### src/hdl/gda_pkg.sv
`default_nettype none

package gda_pkg;

	// Width of the day count that takes part in add-days
	localparam int CountWidth = 16;
	// Width of the shared subtractor: wide enough for the count and for the year residue
	localparam int AluW = (CountWidth > 10) ? CountWidth : 10;

	localparam logic [14:0] YearMax = 15'd32767;
	localparam logic [9:0] YearCycle = 10'd400;

	// Operation codes
	localparam logic FuncAddDays = 1'b0;
	localparam logic FuncAddMonth = 1'b1;

	// Status codes
	localparam logic [1:0] StatusOk = 2'd0;
	localparam logic [1:0] StatusInvalid = 2'd1;
	localparam logic [1:0] StatusOverflow = 2'd2;

	localparam logic [3:0] MonthJan = 4'd1;
	localparam logic [3:0] MonthFeb = 4'd2;
	localparam logic [3:0] MonthDec = 4'd12;

	typedef struct packed {
		logic borrow;
		logic [AluW-1:0] diff;
	} alu_res_t;

	// Leap year from the year taken modulo 400
	function automatic logic leap_of(input logic [8:0] r400);
		logic century;
		century = (r400 == 9'd100) || (r400 == 9'd200) || (r400 == 9'd300);
		return (r400[1:0] == 2'b00) && !century;
	endfunction

	// Length of a month; zero for a month code that means nothing
	function automatic logic [4:0] days_in(input logic [3:0] month, input logic leap);
		logic [4:0] len;
		unique case (month)
			4'd1, 4'd3, 4'd5, 4'd7, 4'd8, 4'd10, 4'd12: len = 5'd31;
			4'd4, 4'd6, 4'd9, 4'd11: len = 5'd30;
			4'd2: len = leap ? 5'd29 : 5'd28;
			default: len = 5'd0;
		endcase
		return len;
	endfunction

endpackage

`default_nettype wire

### src/hdl/gda_alu.sv
`default_nettype none

module gda_alu (
	input wire logic [gda_pkg::AluW-1:0] a,
	input wire logic [gda_pkg::AluW-1:0] b,
	output gda_pkg::alu_res_t res
);

	logic [gda_pkg::AluW:0] wide;

	// Subtract and report borrow, which doubles as a less-than compare
	assign wide = {1'b0, a} - {1'b0, b};
	assign res.borrow = wide[gda_pkg::AluW];
	assign res.diff = wide[gda_pkg::AluW-1:0];

endmodule

`default_nettype wire

### src/hdl/gregorian_date_advance.sv
`default_nettype none

// Gregorian date advance. A word is taken when start is high and busy is low;
// the block then holds busy until the result word appears on out_year,
// out_month, out_day and status for exactly one cycle with done high. The
// receiver cannot stall: catch the word in the cycle done is high. Each word
// first reduces the year modulo 400 (one bit per cycle through the shared
// subtractor) and then checks the date; add-one-month and invalid dates
// finish at the check. Add-days then steps one whole month per cycle through
// the same subtractor until the remaining count ends inside the current month.
// A result past 31 December 32767 saturates there with status 2; an invalid
// input date echoes the input with status 1.
module gregorian_date_advance (
	input wire logic clk,
	input wire logic arst_n,
	input wire logic start,
	output logic busy,
	input wire logic func,
	input wire logic [14:0] in_year,
	input wire logic [3:0] in_month,
	input wire logic [4:0] in_day,
	input wire logic [gda_pkg::CountWidth-1:0] day_count,
	output logic done,
	output logic [14:0] out_year,
	output logic [3:0] out_month,
	output logic [4:0] out_day,
	output logic [1:0] status
);

	localparam logic [1:0] S_IDLE = 2'd0;
	localparam logic [1:0] S_MOD = 2'd1;
	localparam logic [1:0] S_CHECK = 2'd2;
	localparam logic [1:0] S_STEP = 2'd3;

	logic [1:0] state_q, state_nx;
	logic done_q;
	logic func_q;
	logic [14:0] year_q, year_nx;
	logic [3:0] month_q, month_nx;
	logic [4:0] day_q, day_nx;
	logic [gda_pkg::CountWidth-1:0] left_q, left_nx;
	logic [8:0] rem_q, rem_nx;
	logic [3:0] bit_q;
	logic [14:0] out_year_q;
	logic [3:0] out_month_q;
	logic [4:0] out_day_q;
	logic [1:0] status_q;

	logic fin;
	logic [14:0] fin_year;
	logic [3:0] fin_month;
	logic [4:0] fin_day;
	logic [1:0] fin_status;

	logic [gda_pkg::AluW-1:0] alu_a, alu_b;
	gda_pkg::alu_res_t alu_res;
	logic [9:0] rem2;
	logic leap;
	logic [4:0] len, len_next;
	logic [5:0] rest1;
	logic [8:0] rem_inc;
	logic accept;

	gda_alu u_alu (
		.a(alu_a),
		.b(alu_b),
		.res(alu_res)
	);

	assign accept = start && (state_q == S_IDLE);
	assign rem2 = {rem_q, year_q[bit_q]};
	assign leap = gda_pkg::leap_of(rem_q);
	assign len = gda_pkg::days_in(month_q, leap);
	assign len_next = gda_pkg::days_in(month_q + 4'd1, leap);
	assign rest1 = {1'b0, len} - {1'b0, day_q} + 6'd1;
	assign rem_inc = (rem_q == 9'(gda_pkg::YearCycle - 10'd1)) ? 9'd0 : rem_q + 9'd1;

	// Feed the shared subtractor: year residue while reducing, day count while stepping
	always_comb begin
		if (state_q == S_MOD) begin
			alu_a = gda_pkg::AluW'(rem2);
			alu_b = gda_pkg::AluW'(gda_pkg::YearCycle);
		end else begin
			alu_a = gda_pkg::AluW'(left_q);
			alu_b = gda_pkg::AluW'(rest1);
		end
	end

	// Sequence one word: reduce year, check, then step month by month
	always_comb begin
		state_nx = state_q;
		year_nx = year_q;
		month_nx = month_q;
		day_nx = day_q;
		left_nx = left_q;
		rem_nx = rem_q;
		fin = 1'b0;
		fin_year = year_q;
		fin_month = month_q;
		fin_day = day_q;
		fin_status = gda_pkg::StatusOk;
		unique case (state_q)
			S_IDLE: begin
				if (start) begin
					state_nx = S_MOD;
					year_nx = in_year;
					month_nx = in_month;
					day_nx = in_day;
					left_nx = day_count;
					rem_nx = 9'd0;
				end
			end
			S_MOD: begin
				rem_nx = alu_res.borrow ? rem2[8:0] : alu_res.diff[8:0];
				if (bit_q == 4'd0) begin
					state_nx = S_CHECK;
				end
			end
			S_CHECK: begin
				if (year_q == 15'd0 || len == 5'd0 || day_q == 5'd0 || day_q > len) begin
					fin = 1'b1;
					fin_status = gda_pkg::StatusInvalid;
					state_nx = S_IDLE;
				end else if (func_q == gda_pkg::FuncAddMonth) begin
					fin = 1'b1;
					state_nx = S_IDLE;
					if (month_q == gda_pkg::MonthDec) begin
						if (year_q == gda_pkg::YearMax) begin
							fin_month = gda_pkg::MonthDec;
							fin_day = 5'd31;
							fin_status = gda_pkg::StatusOverflow;
						end else begin
							fin_year = year_q + 15'd1;
							fin_month = gda_pkg::MonthJan;
						end
					end else begin
						fin_month = month_q + 4'd1;
						fin_day = (day_q > len_next) ? len_next : day_q;
					end
				end else begin
					state_nx = S_STEP;
				end
			end
			S_STEP: begin
				if (left_q == '0) begin
					fin = 1'b1;
					state_nx = S_IDLE;
				end else if (alu_res.borrow) begin
					// count ends inside this month
					fin = 1'b1;
					fin_day = day_q + left_q[4:0];
					state_nx = S_IDLE;
				end else begin
					left_nx = alu_res.diff[gda_pkg::CountWidth-1:0];
					day_nx = 5'd1;
					if (month_q == gda_pkg::MonthDec) begin
						if (year_q == gda_pkg::YearMax) begin
							fin = 1'b1;
							fin_month = gda_pkg::MonthDec;
							fin_day = 5'd31;
							fin_status = gda_pkg::StatusOverflow;
							state_nx = S_IDLE;
						end else begin
							year_nx = year_q + 15'd1;
							month_nx = gda_pkg::MonthJan;
							rem_nx = rem_inc;
						end
					end else begin
						month_nx = month_q + 4'd1;
					end
				end
			end
			default: begin
				state_nx = S_IDLE;
			end
		endcase
	end

	// Control registers
	always_ff @(posedge clk or negedge arst_n) begin
		if (!arst_n) begin
			state_q <= S_IDLE;
			done_q <= 1'b0;
		end else begin
			state_q <= state_nx;
			done_q <= fin;
		end
	end

	// Working and result registers
	always_ff @(posedge clk) begin
		year_q <= year_nx;
		month_q <= month_nx;
		day_q <= day_nx;
		left_q <= left_nx;
		rem_q <= rem_nx;
		if (accept) begin
			func_q <= func;
			bit_q <= 4'd14;
		end else if (state_q == S_MOD) begin
			bit_q <= bit_q - 4'd1;
		end
		if (fin) begin
			out_year_q <= fin_year;
			out_month_q <= fin_month;
			out_day_q <= fin_day;
			status_q <= fin_status;
		end
	end

	assign busy = (state_q != S_IDLE);
	assign done = done_q;
	assign out_year = out_year_q;
	assign out_month = out_month_q;
	assign out_day = out_day_q;
	assign status = status_q;

`ifndef SYNTHESIS
	// a result only shows once the sequencer is back at rest
	a_done_idle: assert property (@(posedge clk) disable iff (!arst_n)
		done |-> !busy)
		else $error("done while busy");

	// an accepted word starts the year reduction
	a_accept_mod: assert property (@(posedge clk) disable iff (!arst_n)
		(start && !busy) |=> (state_q == S_MOD))
		else $error("accepted word did not start reduction");

	// year residue stays reduced
	a_rem_range: assert property (@(posedge clk) disable iff (!arst_n)
		(state_q == S_CHECK || state_q == S_STEP) |-> (rem_q < 9'd400))
		else $error("year residue out of range");

	// overflow saturates at the last representable day
	a_sat: assert property (@(posedge clk) disable iff (!arst_n)
		(done && status == gda_pkg::StatusOverflow) |->
		(out_year == gda_pkg::YearMax && out_month == gda_pkg::MonthDec && out_day == 5'd31))
		else $error("overflow result not saturated");

	// status never takes the unused code
	a_status_code: assert property (@(posedge clk) disable iff (!arst_n)
		done |-> (status == gda_pkg::StatusOk || status == gda_pkg::StatusInvalid ||
			status == gda_pkg::StatusOverflow))
		else $error("unused status code");
`endif

endmodule

`default_nettype wire
### config.mk
export PLATFORM = sky130hd
export DESIGN_NAME = gregorian_date_advance
export DESIGN_NICKNAME = d
export VERILOG_FILES = /design/src/hdl/gda_pkg.sv /design/src/hdl/gda_alu.sv /design/src/hdl/gregorian_date_advance.sv
export SDC_FILE = /design/constraint.sdc
export NUM_CORES = 1
export LEC_CHECK = 0
export BUFFER_PORTS_ARGS = -buffer_cell sky130_fd_sc_hd__buf_2
export CORE_ASPECT_RATIO = 0.7
export CORE_MARGIN = 3
export CORE_UTILIZATION = 35
export DETAILED_ROUTE_END_ITERATION = 12
export MAX_ROUTING_LAYER = met4
export PLACE_DENSITY = 0.64
export SLEW_MARGIN = 20
export SYNTH_ARGS = -nofsm -noshare
export SYNTH_HDL_FRONTEND = slang
export SYNTH_SLANG_ARGS = --single-unit
### constraint.sdc
create_clock -name clk -period 15.9 [get_ports clk]
set_clock_uncertainty 0.1 [all_clocks]
set_input_delay 0.795 -clock clk [delete_from_list [all_inputs] [get_ports clk]]
set_output_delay 0.795 -clock clk [all_outputs]
set_load 0.02 [all_outputs]
=== Yosys cells after proc, flatten, opt, wreduce, memory -nomap -nowiden ===
Index checks and enable logic that the tools add are counted.

* Output and inout bits: 28
* Input bits: 44
* Word-level logic and storage cells: 170
* Register bits after elaboration: 83

* Muxes and demuxes: 79
* Equality and inequality tests: 41
* Add/sub/neg operators: 8
* Reductions and logical operators: 26
* Magnitude comparators: 3

{| class="wikitable"
|+ Operator list
! cell !! number
|-
| 15-bit 2-to-1 mux || 8
|-
| 9-bit 2-to-1 mux || 8
|-
| 16-bit 2-to-1 mux || 4
|-
| 5-bit 2-to-1 mux || 11
|-
| 4-bit 2-to-1 mux || 13
|-
| 4-bit == test (second input constant) || 10
|-
| 4-bit by 3-bit == test with 1-bit output (second input constant) || 8
|-
| 16-bit one-hot mux with 2 select lines || 1
|-
| 15-bit one-hot mux with 2 select lines || 1
|-
| 5-bit one-hot mux with 3 select lines || 2
|-
| 2-bit 2-to-1 mux || 14
|-
| 9-bit one-hot mux with 3 select lines || 1
|-
| 5-bit one-hot mux with 2 select lines || 2
|-
| 9-bit == test (second input constant) || 2
|-
| 16-bit by 9-bit subtractor with 17-bit output || 1
|-
| 4-bit by 2-bit == test with 1-bit output (second input constant) || 4
|-
| 16-bit zero test || 1
|-
| 4-bit one-hot mux with 2 select lines || 2
|-
| 15-bit by 1-bit adder with 15-bit output (second input constant) || 1
|-
| 15-bit == test (second input constant) || 1
|-
| 15-bit zero test || 1
|-
| 7-bit OR reduction || 2
|-
| 2-bit inequality test (second input constant) || 6
|-
| 5-bit > comparator || 2
|-
| 31 further kinds || 51
|}

=== Logic depth before layout (Yosys ltp) ===
* Depth after elaboration: 14
* Depth in mapped cells: 22
* Mapped depth without buffers: 21

=== Modules after synthesis ===
From an unflattened synthesis, not the netlist that was laid out.

* Cells, all modules: 743
* Area total of the unflattened synthesis: 6645.1 um2

{| class="wikitable"
|+ Modules (own cells, without submodules)
! module !! cells each !! seq. area each (um2) !! instances !! area an instance (um2)
|-
| gregorian_date_advance || 611 || 2437.3 || 1 || 5728.0
|-
| gda_alu || 132 || 0.0 || 1 || 917.1
|}

=== Worst setup path after synthesis ===
OpenSTA, ideal clock, no wires.

* Kind: reg2reg
* Start point: register month_q[0]
* End point: register day_q[0], enable pin
* Data required time: 15.295 ns
* Path slack: 10.660 ns
* Buffers on the path: 2
* Cell stages (with the launch flop): 20
* Data arrival time: 4.635 ns
* Period minus slack after synthesis: 5.240 ns
* Setup time: 0.505 ns
* Cells stage by stage: edfxtp_1 -> ha_1 -> buf_2 -> or3_1 -> o22ai_1 -> ha_1 -> inv_1 -> ha_1 -> fa_1 -> a21o_1 -> a21oi_1 -> xor2_1 -> nand2_1 -> ha_1 -> or2_2 -> o221a_2 -> or2_1 -> buf_6 -> nand2_1 -> nand2_1

* Word-level cells in the longest chain between the ends: 9
* Elaborated cells between the ends (all ways): 21
* Those cells by class: 3 x add/sub; 13 x eq/ne; 2 x mux; 3 x reduce/logical

{| class="wikitable"
|+ Ends and longest elaborated chain
! element !! RTL line !! RTL
|-
| start, declared || gregorian_date_advance.sv:39 || <nowiki>logic [3:0] month_q, month_nx;</nowiki>
|-
| start signal, assigned || gregorian_date_advance.sv:193 || <nowiki>month_q <= month_nx;</nowiki>
|-
| 4-bit == test (tied with other cells) || gda_pkg.sv:41 || <nowiki>unique case (month)</nowiki>
|-
| 7-bit OR reduction or 4-bit OR reduction (tied branches) || gda_pkg.sv:41 ||
|-
| 5-bit one-hot mux with 3 select lines * || gda_pkg.sv:41 ||
|-
| 5-bit by 5-bit subtractor with 6-bit output * || gregorian_date_advance.sv:75 || <nowiki>assign rest1 = {1'b0, len} - {1'b0, day_q} + 6'd1;</nowiki>
|-
| 6-bit by 1-bit adder with 6-bit output * || gregorian_date_advance.sv:75 ||
|-
| 9-bit 2-to-1 mux * || gregorian_date_advance.sv:80 || <nowiki>if (state_q == S_MOD) begin</nowiki>
|-
| 16-bit by 9-bit subtractor with 17-bit output * || gda_alu.sv:12 || <nowiki>assign wide = {1'b0, a} - {1'b0, b};</nowiki>
|-
| 2-bit inequality test (no line) * || - ||
|-
| 4-bit AND reduction (no line) * || - ||
|-
| end signal, assigned || gregorian_date_advance.sv:194 || <nowiki>day_q <= day_nx;</nowiki>
|-
| end, declared || gregorian_date_advance.sv:40 || <nowiki>logic [4:0] day_q, day_nx;</nowiki>
|}

Every way passes the cells marked *; elsewhere a longest branch is shown, timed or not.
A chain may end at the register's enable or synchronous reset.

=== Worst setup path after layout ===
* Start point: register month_q[0]
* End point: register year_q[13], enable pin

* Word-level cells in the longest chain between the ends: 9
* Elaborated cells between the ends (all ways): 21
* Those cells by class: 3 x add/sub; 13 x eq/ne; 2 x mux; 3 x reduce/logical

{| class="wikitable"
|+ Ends and longest elaborated chain
! element !! RTL line !! RTL
|-
| 4-bit == test (tied with other cells) || gda_pkg.sv:41, gregorian_date_advance.sv:156 ||
|-
| 7-bit OR reduction or 4-bit OR reduction (tied branches) || gda_pkg.sv:41 ||
|-
| 5-bit one-hot mux with 3 select lines * || gda_pkg.sv:41 ||
|-
| 5-bit by 5-bit subtractor with 6-bit output * || gregorian_date_advance.sv:75 ||
|-
| 6-bit by 1-bit adder with 6-bit output * || gregorian_date_advance.sv:75 ||
|-
| 9-bit 2-to-1 mux * || gregorian_date_advance.sv:80 ||
|-
| 16-bit by 9-bit subtractor with 17-bit output * || gda_alu.sv:12 ||
|-
| 2-bit inequality test (no line) * || - ||
|-
| 4-bit AND reduction (no line) * || - ||
|-
| end signal, assigned || gregorian_date_advance.sv:192 || <nowiki>year_q <= year_nx;</nowiki>
|-
| end, declared || gregorian_date_advance.sv:38 || <nowiki>logic [14:0] year_q, year_nx;</nowiki>
|}

Marks and branches as above.

==> metrics <==
outcome finished clean; period utilization a little over a third; Overflow after GRT 0; area leader, netlist edfxtp_1; Yosys top cell area share 37.41%; I/O Buffers 71; synth warn 0; diode count 0; largest net degree at the start of global routing between 70 and 80; Slew @ Worst Pin 1.034 ns; Max Clk Rate 179.1 MHz; CP peak stage delay 0.51 ns; top sig layer met4; Post-Syn Nets roughly 750; hold buffers post-CTS 0; CP endpoint kind flop; endpoints failing setup 0; drt drc 0; number of global-route vias before repair between 4000 and 5000; crit path kind reg2reg; row count 39; HP Class in2async; Setup Buffers After CTS 0; slowest CP cell edfxtp_1; clock sinks between 80 and 90; most frequent cells after synthesis 93 x nand2_1, 76 x edfxtp_1, 56 x nor2_1; #FFs+latches synth 83; root buffer cell clkbuf_16; WP buf/inv 3; Post-synth EDFFs 76; slew margin rel. 30.79%; fraction of registers with async set/reset 3.614%; DR pass1 iterations 5; Post-Route M1 WL roughly 8200 µm; CTS tree yes; largest buffer count on any clock path 2; synth top area cells edfxtp_1 37%, ha_1 8.8%, nand2_1 5.7%; Die Span X 163.8 µm; initial core utilization 36.56%; gr usage total 17.55%; Nets between 700 and 800; Netlist cell types 73; final hold violation count 0; DPL Wire Length about 12000 µm; cells along the critical path inv_1 > ha_1 > nor3_1 > nor2_1 > o22ai_1 > ha_1 > inv_1 > ha_1 > fa_1 > a21o_1 > a21oi_1 > xor2_1 > nand2_1 > ha_1 > or2_2 > o221a_2 > or2_1 > nand2_1 > nand2_1 > buf_4; Worst Hold Slack about 0.16 ns; synthesized netlist cell count between 600 and 700; RSZ-0062 raised after global routing no; post-cts sizing count 0; routed vias 5000; global-route wire length before repair 25510 µm; Core Region approximately 17000 µm²; antenna violations before repair 0; Worst-Skew Late Latency 0.34 ns; final setup TNS 0 ns; sequential element share of the synthesized area 39.95%; CP Launch Type flop; Data arrival, critical path 5.54 ns; register area ~2400 µm²; WL met2 approximately 6400 µm; mapped cell area a little over 6000 µm²; post-route ant nets 0; Period minus WS final roughly 5.6 ns; final WL approximately 16000 µm; GP Congestion around 0.9; CP required 15.85 ns; Fillers approximately 1700; die area approximately 19000 µm²; most used cell, CP ha_1; largest fanout on the critical path 25; fin. max-slew vios 0; Die Height about 120 µm; drt initial violations about 530; layout cells sized above 1 between 10% and 20%; Syn-to-layout area delta 13.11%; H-tree level count 3; IO Count 72; DR WL/cell approximately 17 µm; most frequent cell after synthesis nand2_1; clk slew on worst S/H paths approximately 0.07 ns; vias per cell between 5 and 6; crit-path leading delay family simple AND/OR/NAND/NOR gates; total CTS buffers 9; syn_area_per_cell a little over 9 µm²; max_cap viols 0; Most used DFF post-synth edfxtp_1; met3 WL 1404 µm; multi-input logic area around 3400 µm²
-- layout make-up --
type,count,area share (%)
Tap cell,225,4.080
Multi-Input combinational cell,511,49.34
Inverter,26,1.414
Clock buffer,10,3.318
Timing Repair Buffer,77,5.802
Clock inverter,6,0.7253
Sequential cell,83,35.32
-- registers in the layout (all words and copies together) (netlist names), 4 cells and up --
name,count
out_day,5
out_month,4
rem_q,9
out_year,15
year_q,15
month_q,4
left_q,16
day_q,5
bit_q,4
-- metal layers --
| metal | GRT usage (%) | vias up |
|---|---|---|
| li1 | - | 2466 |
| met2 | 23.12 | 188 |
| met4 | 2.817 | 0 |
| met5 | - | - |
| met1 | 27.62 | 2332 |
| met3 | 3.545 | 14 |
-- layout by cell type (no fill, tap or decap), drive strengths merged, types with 5 or more instances in the layout --
cell / netlist / layout
a211oi: 5 / 5
a21o: 6 / 6
a21oi: 33 / 33
a31oi: 10 / 10
and2: 10 / 10
and3: 7 / 7
buf: 16 / 77
clkbuf: 20 / 10
edfxtp: 76 / 76
ha: 43 / 43
inv: 26 / 28
mux2i: 7 / 7
nand2: 94 / 94
nand2b: 9 / 9
nand3: 17 / 17
nand4: 8 / 8
nor2: 56 / 56
nor2b: 9 / 9
nor3: 10 / 10
nor4: 5 / 5
o21ai: 56 / 56
o22ai: 9 / 9
or3: 5 / 5
xnor2: 29 / 29
xor2: 25 / 25
-- worst register-to-register path, delay by kind of cell, from the launching register on --
kind | cells | cell delay (ns)
simple gates | 7 | 1.74
xor+xnor | 1 | 0.16
fa+ha+maj | 5 | 1.32
buf+inv | 3 | 0.61
flops | 1 | 0.51
compound gates | 4 | 0.86
-- metrics by stage --
| stage | utilization [%] | instance area [µm²] | setup WS [ns] | instances |
|---|---|---|---|---|
| final | 41.35 | 6900 | 10.32 | 938 |
| after global routing | 41.35 | 6900 | 9.912 | 938 |
| after global placement | 39.68 | 6621 | 10.49 | 922 |
| after CTS | 41.35 | 6900 | 10.30 | 938 |
| after floorplan | - | 6101 | 10.66 | 656 |
| after detailed placement | 39.68 | 6621 | 10.28 | 922 |
-- kinds of logic after synthesis --
group,after synthesis,share of synthesized area [%]
multiplexers,11,2.440
flip-flops,83,39.95
adder cells (fa/ha/maj),46,9.803
AO/OA/AOI/OAI,154,16.12
buffers and inverters,62,4.286
AND/OR/NAND/NOR,246,19.65
XOR/XNOR,54,7.752
-- final timing paths --
check / from / endpoint / slack (ns) / depth (start not counted)
setup / recovery: month_q[0] / year_q[13] / 10.32 / 20
hold / removal: arst_n / done / 0.16 / 1
setup reg to reg: month_q[0] / year_q[13] / 10.32 / 20
hold reg to reg: bit_q[3] / bit_q[3] / 0.48 / 2
max in group asynchronous: arst_n / state_q[0] / 15.39 / 1
min in group clk: bit_q[3] / bit_q[3] / 0.48 / 2
Power is not shown: default switching activity piles up to over one toggle a cycle in this logic, so the estimate is an artifact.
